File: config.mk
export PLATFORM = sky130hd
export DESIGN_NAME = stylus_event_frame_remapper_top
export DESIGN_NICKNAME = d
export VERILOG_FILES = /design/src/rtl/core/sefr_pkg.sv /design/src/rtl/core/stylus_event_frame_remapper_top.sv /design/src/rtl/core/sefr_front.sv /design/src/rtl/core/sefr_desc_queue.sv /design/src/rtl/core/sefr_back.sv
export SDC_FILE = /design/constraint.sdc
export NUM_CORES = 1
export LEC_CHECK = 0
export BUFFER_PORTS_ARGS = -buffer_cell sky130_fd_sc_hd__buf_2
export CORE_UTILIZATION = 42
export DETAILED_ROUTE_END_ITERATION = 6
export PLACE_DENSITY = 0.72
export SETUP_SLACK_MARGIN = 0.15
export SLEW_MARGIN = 10
export SYNTH_ARGS = -nofsm -noshare
export SYNTH_HDL_FRONTEND = slang
export SYNTH_HIERARCHICAL = 1
export SYNTH_SLANG_ARGS = --single-unit
export TNS_END_PERCENT = 10
File: constraint.sdc
create_clock -name clk -period 15.3 [get_ports clk]
set_input_delay 3.06 -clock clk [delete_from_list [all_inputs] [get_ports clk]]
set_output_delay 3.06 -clock clk [all_outputs]
set_load 0.02 [all_outputs]
File: src/rtl/core/sefr_pkg.sv
`default_nettype none

package sefr_pkg;

    localparam int FRAME_LEN      = 16;
    // only frame bytes 8 to 14 are kept, byte 15 arrives with the last beat
    localparam int WIN_LEN        = 7;
    localparam int CNT_W          = $clog2(FRAME_LEN);

    localparam logic [15:0] TYPE_SYNC     = 16'h0000;
    localparam logic [15:0] TYPE_KEY      = 16'h0001;
    localparam logic [15:0] TYPE_ABS      = 16'h0003;
    localparam logic [15:0] CODE_TOUCH    = 16'h014a;
    localparam logic [15:0] CODE_PEN      = 16'h0140;
    localparam logic [15:0] CODE_PRESSURE = 16'h0018;
    localparam logic [15:0] CODE_X        = 16'h0000;
    localparam logic [15:0] CODE_Y        = 16'h0001;
    localparam logic [15:0] Y_MIRROR      = 16'd20720;
    localparam logic [15:0] PRESSURE_MAX  = 16'd4095;
    localparam logic [15:0] PRESSURE_FLOOR = 16'd20;

    localparam logic [1:0] EV_SYNC = 2'd0;
    localparam logic [1:0] EV_KEY  = 2'd1;
    localparam logic [1:0] EV_ABS  = 2'd3;

    localparam int OFFSET_W = 12;
    localparam logic [OFFSET_W-1:0] OFFSET_RESET = 12'd400;

    // register index taken from paddr[2]
    localparam logic REG_PRESSURE_OFFSET = 1'b0;
    localparam logic REG_PRESSURE_ZERO   = 1'b1;
    localparam int   PADDR_W             = 3;

    localparam int DESC_DEPTH = 2;
    localparam int DESC_PTR_W = $clog2(DESC_DEPTH);
    localparam int DESC_CNT_W = $clog2(DESC_DEPTH + 1);

    localparam int OUTQ_DEPTH = 2;
    localparam int OUTQ_PTR_W = $clog2(OUTQ_DEPTH);
    localparam int OUTQ_CNT_W = $clog2(OUTQ_DEPTH + 1);

    typedef struct packed {
        logic [OFFSET_W-1:0] pressure_offset;
        logic                pressure_zero_mode;
    } cfg_t;

    // one classified frame
    typedef struct packed {
        logic        start;
        logic        pen_lift;
        logic        is_abs;
        logic [1:0]  etype;
        logic [15:0] code;
        logic [31:0] value;
    } desc_t;

    typedef struct packed {
        logic [1:0]  etype;
        logic [15:0] code;
        logic [31:0] value;
        logic        last;
    } event_t;

endpackage

`default_nettype wire

File: src/rtl/core/stylus_event_frame_remapper_top.sv
`default_nettype none

// channel   direction  handshake          beat contents
// byte in   in         push / full        rx_byte
// events    out        pop / empty        event_type, event_code, event_value, last_of_frame
// config    in         apb psel/penable   pressure_offset @0x0, pressure_zero_mode @0x4
//
// one byte beat per cycle unless full; a complete valid frame is classified in the cycle
// of its last byte and its one to four events leave the back end at one per cycle unless
// stalled; full rises only while the two-entry frame queue is occupied by stalled frames
// rst_n clears the byte count, the started flag and both queues and resets the registers
// a stalled event pop backs up the output queue, then the frame queue, then push

module stylus_event_frame_remapper_top (
    input  wire logic                           clk,
    input  wire logic                           rst_n,
    input  wire logic                           push,
    output logic                                full,
    input  wire logic [7:0]                     rx_byte,
    input  wire logic                           pop,
    output logic                                empty,
    output logic [1:0]                          event_type,
    output logic [15:0]                         event_code,
    output logic signed [31:0]                  event_value,
    output logic                                last_of_frame,
    input  wire logic                           psel,
    input  wire logic                           penable,
    input  wire logic                           pwrite,
    input  wire logic [sefr_pkg::PADDR_W-1:0]   paddr,
    input  wire logic [31:0]                    pwdata,
    output logic [31:0]                         prdata,
    output logic                                pready
);
    import sefr_pkg::*;

    cfg_t   cfg_reg;
    cfg_t   cfg_next;
    logic   cfg_wr;
    logic   in_fire;
    desc_t  front_desc;
    desc_t  head_desc;
    logic   desc_push;
    logic   desc_pop;
    logic   desc_full;
    logic   desc_empty;
    event_t out_event;

    assign pready = 1'b1;
    assign cfg_wr = psel && penable && pwrite && pready;

    always_comb
    begin
        cfg_next = cfg_reg;
        if (cfg_wr)
        begin
            case (paddr[2])
                REG_PRESSURE_OFFSET: cfg_next.pressure_offset = pwdata[OFFSET_W-1:0];
                REG_PRESSURE_ZERO:   cfg_next.pressure_zero_mode = pwdata[0];
                default:             cfg_next = cfg_reg;
            endcase
        end
    end

    always_comb
    begin
        case (paddr[2])
            REG_PRESSURE_OFFSET: prdata = {{(32-OFFSET_W){1'b0}}, cfg_reg.pressure_offset};
            REG_PRESSURE_ZERO:   prdata = {31'd0, cfg_reg.pressure_zero_mode};
            default:             prdata = 32'd0;
        endcase
    end

    always_ff @(posedge clk or negedge rst_n)
    begin
        if (!rst_n)
        begin
            cfg_reg.pressure_offset    <= OFFSET_RESET;
            cfg_reg.pressure_zero_mode <= 1'b0;
        end
        else
        begin
            cfg_reg <= cfg_next;
        end
    end

    assign full    = desc_full;
    assign in_fire = push && !full;

    sefr_front u_front (
        .clk       (clk),
        .rst_n     (rst_n),
        .in_fire   (in_fire),
        .rx_byte   (rx_byte),
        .desc      (front_desc),
        .desc_push (desc_push)
    );

    sefr_desc_queue u_queue (
        .clk     (clk),
        .rst_n   (rst_n),
        .wr_en   (desc_push),
        .wr_data (front_desc),
        .rd_en   (desc_pop),
        .rd_data (head_desc),
        .q_full  (desc_full),
        .q_empty (desc_empty)
    );

    sefr_back u_back (
        .clk        (clk),
        .rst_n      (rst_n),
        .cfg        (cfg_reg),
        .desc       (head_desc),
        .desc_empty (desc_empty),
        .desc_pop   (desc_pop),
        .out_pop    (pop),
        .out_empty  (empty),
        .out_event  (out_event)
    );

    assign event_type    = out_event.etype;
    assign event_code    = out_event.code;
    assign event_value   = out_event.value;
    assign last_of_frame = out_event.last;

    a_no_desc_overflow: assert property (@(posedge clk) disable iff (!rst_n)
        desc_push |-> !desc_full)
        else $error("frame queue written while full");

    a_no_desc_underflow: assert property (@(posedge clk) disable iff (!rst_n)
        desc_pop |-> !desc_empty)
        else $error("frame queue read while empty");

    a_push_needs_input: assert property (@(posedge clk) disable iff (!rst_n)
        desc_push |-> (push && !full))
        else $error("frame classified without a byte beat");

endmodule

`default_nettype wire

File: src/rtl/core/sefr_front.sv
`default_nettype none

module sefr_front (
    input  wire logic           clk,
    input  wire logic           rst_n,
    input  wire logic           in_fire,
    input  wire logic [7:0]     rx_byte,
    output sefr_pkg::desc_t     desc,
    output logic                desc_push
);
    import sefr_pkg::*;

    logic [7:0]       win_reg [WIN_LEN];
    logic [CNT_W-1:0] cnt_reg;
    logic [CNT_W-1:0] cnt_next;
    logic             started_reg;
    logic             started_next;

    logic [15:0] frame_type;
    logic [15:0] frame_code;
    logic [31:0] frame_value;
    logic        complete;
    logic        type_ok;

    assign frame_type  = {win_reg[1], win_reg[0]};
    assign frame_code  = {win_reg[3], win_reg[2]};
    assign frame_value = {rx_byte, win_reg[6], win_reg[5], win_reg[4]};
    assign complete    = (cnt_reg == CNT_W'(FRAME_LEN - 1));
    assign type_ok     = (frame_type == TYPE_SYNC) || (frame_type == TYPE_KEY)
                         || (frame_type == TYPE_ABS);

    assign desc_push = in_fire && complete && type_ok;

    always_comb
    begin
        desc.start    = !started_reg;
        desc.pen_lift = (frame_type == TYPE_KEY) && (frame_code == CODE_PEN)
                        && (frame_value != 32'd1);
        desc.is_abs   = (frame_type == TYPE_ABS);
        desc.etype    = frame_type[1:0];
        desc.code     = frame_code;
        desc.value    = frame_value;
    end

    always_comb
    begin
        cnt_next     = cnt_reg;
        started_next = started_reg;
        if (in_fire)
        begin
            if (!complete)
            begin
                cnt_next = cnt_reg + CNT_W'(1);
            end
            else if (type_ok)
            begin
                cnt_next     = '0;
                started_next = 1'b1;
            end
            else
            begin
                // bad type: slide the window by one byte
                cnt_next = CNT_W'(FRAME_LEN - 1);
            end
        end
    end

    always_ff @(posedge clk or negedge rst_n)
    begin
        if (!rst_n)
        begin
            cnt_reg     <= '0;
            started_reg <= 1'b0;
        end
        else
        begin
            cnt_reg     <= cnt_next;
            started_reg <= started_next;
        end
    end

    always_ff @(posedge clk)
    begin
        if (in_fire)
        begin
            for (int i = 0; i < WIN_LEN - 1; i++)
            begin
                win_reg[i] <= win_reg[i+1];
            end
            win_reg[WIN_LEN-1] <= rx_byte;
        end
    end

endmodule

`default_nettype wire

File: src/rtl/core/sefr_desc_queue.sv
`default_nettype none

module sefr_desc_queue (
    input  wire logic            clk,
    input  wire logic            rst_n,
    input  wire logic            wr_en,
    input  sefr_pkg::desc_t      wr_data,
    input  wire logic            rd_en,
    output sefr_pkg::desc_t      rd_data,
    output logic                 q_full,
    output logic                 q_empty
);
    import sefr_pkg::*;

    desc_t                 mem [DESC_DEPTH];
    logic [DESC_PTR_W-1:0] wr_ptr_reg;
    logic [DESC_PTR_W-1:0] rd_ptr_reg;
    logic [DESC_CNT_W-1:0] cnt_reg;
    logic [DESC_CNT_W-1:0] cnt_next;

    assign q_full  = (cnt_reg == DESC_CNT_W'(DESC_DEPTH));
    assign q_empty = (cnt_reg == '0);
    assign rd_data = mem[rd_ptr_reg];

    always_comb
    begin
        cnt_next = cnt_reg;
        if (wr_en && !rd_en)
        begin
            cnt_next = cnt_reg + DESC_CNT_W'(1);
        end
        else if (rd_en && !wr_en)
        begin
            cnt_next = cnt_reg - DESC_CNT_W'(1);
        end
    end

    always_ff @(posedge clk or negedge rst_n)
    begin
        if (!rst_n)
        begin
            wr_ptr_reg <= '0;
            rd_ptr_reg <= '0;
            cnt_reg    <= '0;
        end
        else
        begin
            cnt_reg <= cnt_next;
            if (wr_en)
            begin
                wr_ptr_reg <= wr_ptr_reg + DESC_PTR_W'(1);
            end
            if (rd_en)
            begin
                rd_ptr_reg <= rd_ptr_reg + DESC_PTR_W'(1);
            end
        end
    end

    always_ff @(posedge clk)
    begin
        if (wr_en)
        begin
            mem[wr_ptr_reg] <= wr_data;
        end
    end

endmodule

`default_nettype wire

File: src/rtl/core/sefr_back.sv
`default_nettype none

module sefr_back (
    input  wire logic         clk,
    input  wire logic         rst_n,
    input  sefr_pkg::cfg_t    cfg,
    input  sefr_pkg::desc_t   desc,
    input  wire logic         desc_empty,
    output logic              desc_pop,
    input  wire logic         out_pop,
    output logic              out_empty,
    output sefr_pkg::event_t  out_event
);
    import sefr_pkg::*;

    logic [1:0] step_reg;
    logic [1:0] step_next;
    logic [1:0] base;
    logic [1:0] last_idx;
    logic       emit;
    logic       outq_full;
    event_t     cur;
    event_t     mapped;
    logic [15:0] p_in;
    logic [16:0] p_sum;

    event_t                outq [OUTQ_DEPTH];
    logic [OUTQ_PTR_W-1:0] owr_reg;
    logic [OUTQ_PTR_W-1:0] ord_reg;
    logic [OUTQ_CNT_W-1:0] ocnt_reg;
    logic [OUTQ_CNT_W-1:0] ocnt_next;
    logic                  out_fire;

    assign base     = desc.start ? 2'd2 : 2'd0;
    assign last_idx = base + {1'b0, desc.pen_lift};

    // pressure compensation, then clip
    assign p_in  = cfg.pressure_zero_mode ? 16'd0 : desc.value[15:0];
    assign p_sum = (p_in > PRESSURE_FLOOR)
                   ? ({1'b0, p_in} + 17'(cfg.pressure_offset)) : {1'b0, p_in};

    always_comb
    begin
        mapped.etype = desc.etype;
        mapped.code  = desc.code;
        mapped.value = desc.value;
        mapped.last  = 1'b1;
        if (desc.is_abs)
        begin
            mapped.value = {16'd0, desc.value[15:0]};
            if (desc.code == CODE_PRESSURE)
            begin
                mapped.value = (p_sum > {1'b0, PRESSURE_MAX})
                               ? {16'd0, PRESSURE_MAX} : {15'd0, p_sum};
            end
            else if (desc.code == CODE_Y)
            begin
                mapped.code  = CODE_X;
                mapped.value = {16'd0, Y_MIRROR - desc.value[15:0]};
            end
            else if (desc.code == CODE_X)
            begin
                mapped.code = CODE_Y;
            end
        end
    end

    always_comb
    begin
        if (desc.start && step_reg == 2'd0)
        begin
            cur.etype = EV_KEY;
            cur.code  = CODE_PEN;
            cur.value = 32'd1;
        end
        else if (desc.start && step_reg == 2'd1)
        begin
            cur.etype = EV_SYNC;
            cur.code  = 16'd0;
            cur.value = 32'd0;
        end
        else if (desc.pen_lift && step_reg == base)
        begin
            // pen lifted: release touch first
            cur.etype = EV_KEY;
            cur.code  = CODE_TOUCH;
            cur.value = 32'd0;
        end
        else
        begin
            cur.etype = mapped.etype;
            cur.code  = mapped.code;
            cur.value = mapped.value;
        end
        cur.last = (step_reg == last_idx);
    end

    assign emit     = !desc_empty && !outq_full;
    assign desc_pop = emit && cur.last;

    always_comb
    begin
        step_next = step_reg;
        if (emit)
        begin
            step_next = cur.last ? 2'd0 : step_reg + 2'd1;
        end
    end

    assign outq_full = (ocnt_reg == OUTQ_CNT_W'(OUTQ_DEPTH));
    assign out_empty = (ocnt_reg == '0);
    assign out_fire  = out_pop && !out_empty;
    assign out_event = outq[ord_reg];

    always_comb
    begin
        ocnt_next = ocnt_reg;
        if (emit && !out_fire)
        begin
            ocnt_next = ocnt_reg + OUTQ_CNT_W'(1);
        end
        else if (out_fire && !emit)
        begin
            ocnt_next = ocnt_reg - OUTQ_CNT_W'(1);
        end
    end

    always_ff @(posedge clk or negedge rst_n)
    begin
        if (!rst_n)
        begin
            step_reg <= '0;
            owr_reg  <= '0;
            ord_reg  <= '0;
            ocnt_reg <= '0;
        end
        else
        begin
            step_reg <= step_next;
            ocnt_reg <= ocnt_next;
            if (emit)
            begin
                owr_reg <= owr_reg + OUTQ_PTR_W'(1);
            end
            if (out_fire)
            begin
                ord_reg <= ord_reg + OUTQ_PTR_W'(1);
            end
        end
    end

    always_ff @(posedge clk)
    begin
        if (emit)
        begin
            outq[owr_reg] <= cur;
        end
    end

endmodule

`default_nettype wire
==> qor.csv <==
stage;metric;value;unit
final_layout;# diodes;0;
clocking;CTS tree;done;
routing;Post-Route WL;27.7;mm
global_route;vias in the first global route;7799;
floorplan;Starting Density;42.6;%
setup_path;cells on worst reg2reg path;13;
timing;Setup-failing EPs final;0;
setup_path;CP Data Required Time;12.24;ns
global_route;initial antenna violation count;0;
yosys;Seq cells post-synth;292;
yosys;post-synth cell types;88;
timing;Max Clock Freq;145;MHz
final_layout;nets;1081;
placed_design;# placed instances;1431;
timing;max-slew violation count;0;
timing;Final Hold Viols;0;
yosys;Synth top area share;57.2;%
routing;drt pass-1 iters;5;
clocking;CTS sink cnt;292;
outcome;run status;complete, no violations;
routing;1st-iter DRT viols;592;
floorplan;die span in y;184;µm
yosys;count leader, synth;edfxtp_1;
floorplan;site row count;66;
power_and_ir_drop;Max IR drop VDD;0.144;mV
timing;post-layout min period;6.88;ns
power_and_ir_drop;switching power;1.09;mW
final_layout;utilization after layout;47.4;%
flow_run;max cap viols;0;
yosys;Most used DFF post-synth;edfxtp_1;
clocking;Clock Pin Slew Worst Setup and Hold Paths;0.06;ns
setup_path;critical path class;in2out;
floorplan;die area;33700;µm²
yosys;Seq/Total Area, Yosys;62.3;%
placed_design;dpl ws;8.43;ns
hold_path;hold depth;0;
global_route;global route overflow;0;
power_and_ir_drop;Combinational Power Share;35.9;%
yosys;asr flop ratio synth;9.59;%
routing;Antenna Nets Post-Route;0;
timing;RSZ-0062 raised after global routing;false;
floorplan;die width;184;µm
timing;setup TNS;0;ns
clocking;CTS max path bufs;3;
yosys;Cells after Synth;950;
timing;clk_skew;0.0232;ns
final_layout;layout cells sized above 1;28.8;%
clocking;CTS resizes;0;
floorplan;Ports;136;
yosys;Mean Syn Cell Area;14.6;µm²
power_and_ir_drop;internal power;2.03;mW
power_and_ir_drop;part of the power in the clock network;22.0;%
global_route;GRT Overall Usage;16.3;%
clocking;Setup Buffers After CTS;0;
global_route;first-pass GRT wire length;42.9;mm
timing;Final Cycle Share;44.9;%
setup_path;CP Capture Type;output port;
routing;WL/cell;18.6;µm
clocking;Root Driver;clkbuf_16;
placed_design;Final HPWL DP;18.4;mm
yosys;synth cell count leaders;edfxtp_1 (264), mux2_2 (59), mux2_4 (59), a21oi_1 (34), nor2_1 (34);
clocking;CTS HTree Levels;1;
final_layout;max reg flops;106;
power_and_ir_drop;PD cells;202;nW/µm²
yosys;Mapped Area;13900;µm²
yosys;Ys Warns;6;
clocking;hold_buf cts;0;
hold_path;Hold/Removal Path Class;reg2reg;
final_layout;# fillers;2815;
placed_design;I/O Buffers;92;
setup_path;Arr. time, crit path;3.82;ns
power_and_ir_drop;sequential share of power;42.1;%
power_and_ir_drop;Leakage Power;5.74;nW
setup_path;worst-path fanout max;14;
routing;routed vias/inst;5.39;
final_layout;fin cells;1487;
yosys;Area contributors post-synth;edfxtp_1 (57%), mux2_4 (6.4%), mux2_2 (4.8%);
clocking;TritonCTS Buffers;30;
yosys;EDFF count, synth;264;
routing;DR DRC count;0;
clocking;Skew-Pair Late Insertion Delay;0.55;ns
timing;Slew @ Worst Pin;0.794;ns
timing;slack of the critical path;8.42;ns
power_and_ir_drop;switching share of power;35.1;%
floorplan;floorplan core area;32500;µm²
final_layout;Area Overhead vs Synth;11.2;%
yosys;area leader, netlist;edfxtp_1;
routing;via count;8020;
timing;relative slew slack;47.1;%
setup_path;crit path launch type;primary input;
global_route;largest net degree at the start of global routing;64;
placed_design;GPL Wtd Cong;0.866;
[per-layer routing]
metal  track usage (%)  part of all wire, %
met5                 0                    0
met4              4.70                  2.4
met1              22.8                   45
met3              2.48                  6.0
met2              26.4                   47
[per-stage QoR]
| step | hold slack [ns] | area (µm²) | power (mW) |
|---|---|---|---|
| floorplan | 0.427 | 13900 | 2.16 |
| CTS | 0.444 | 15400 | 3.15 |
| detailed placement | 0.434 | 14500 | 2.45 |
| finish | 0.440 | 15400 | 3.12 |
| global route | 0.458 | 15400 | 3.28 |
| global placement | 0.434 | 14500 | 2.43 |
[cell type report]
cell class / instances / area [µm²] / area share, %
Sequential cell: 292 / 8630 / 56.0
Multi-Input combinational cell: 572 / 4670 / 30.3
Tap cell: 442 / 553 / 3.59
Clock inverter: 13 / 97.6 / 0.633
Inverter: 22 / 82.6 / 0.535
Timing Repair Buffer: 103 / 543 / 3.52
Clock buffer: 43 / 841 / 5.45
[critical path, stage by stage]
cell and delay (ns):
buf_2 0.24, mux2_2 0.36, buf_2 0.16
[placed cells by master, fill, tap and decap left out, drive strengths merged, types with 23 or more instances in the layout]
cell type  count
edfxtp       264
mux2         118
buf          103
clkbuf        43
a21oi         34
nor2          34
nand2         32
o21ai         27
dfrtp         25
inv           23
nor4          23
[power groups by stage]
stage | Sequential [mW] | Clock [mW] | Combinational, mW
finish | 1.31 | 0.687 | 1.12
global route | 1.34 | 0.734 | 1.21
floorplan | 1.28 | 0 | 0.882
CTS | 1.32 | 0.703 | 1.13
global placement | 1.32 | 0 | 1.11
detailed placement | 1.33 | 0 | 1.12
[path summary, 6_finish.rpt]
| path | from | end | slack (ns) |
|---|---|---|---|
| setup / recovery | paddr[2] | prdata[0] | 8.42 |
| hold / removal | u_front/win_reg[1][1]$_DFFE_PP_ | u_front/win_reg[0][1]$_DFFE_PP_ | 0.44 |
| setup reg to reg | u_queue/rd_ptr_reg$_DFFE_PN0P_ | u_back/outq[0][11]$_DFFE_PP_ | 10.36 |
| hold reg to reg | u_front/win_reg[1][1]$_DFFE_PP_ | u_front/win_reg[0][1]$_DFFE_PP_ | 0.44 |
| max in group asynchronous | rst_n | u_back/ord_reg$_DFFE_PN0P_ | 12.19 |
| min in group asynchronous | rst_n | cfg_reg[12]$_DFFE_PN0P_ | 2.55 |
[logic make-up (layout without fill, tap and decap cells)]
| kind of cell | after synthesis | count (layout) | synth area share, % |
|---|---|---|---|
| compound gates | 158 | 158 | 8.66 |
| xor+xnor | 31 | 31 | 1.96 |
| fa+ha+maj | 10 | 10 | 0.902 |
| buf+inv | 105 | 181 | 4.76 |
| flops | 292 | 292 | 62.3 |
| mux | 121 | 121 | 11.4 |
| other cells | 2 | 21 | 0.0542 |
| simple gates | 231 | 231 | 9.99 |
Note: power is estimated with default switching activity, not from simulation.
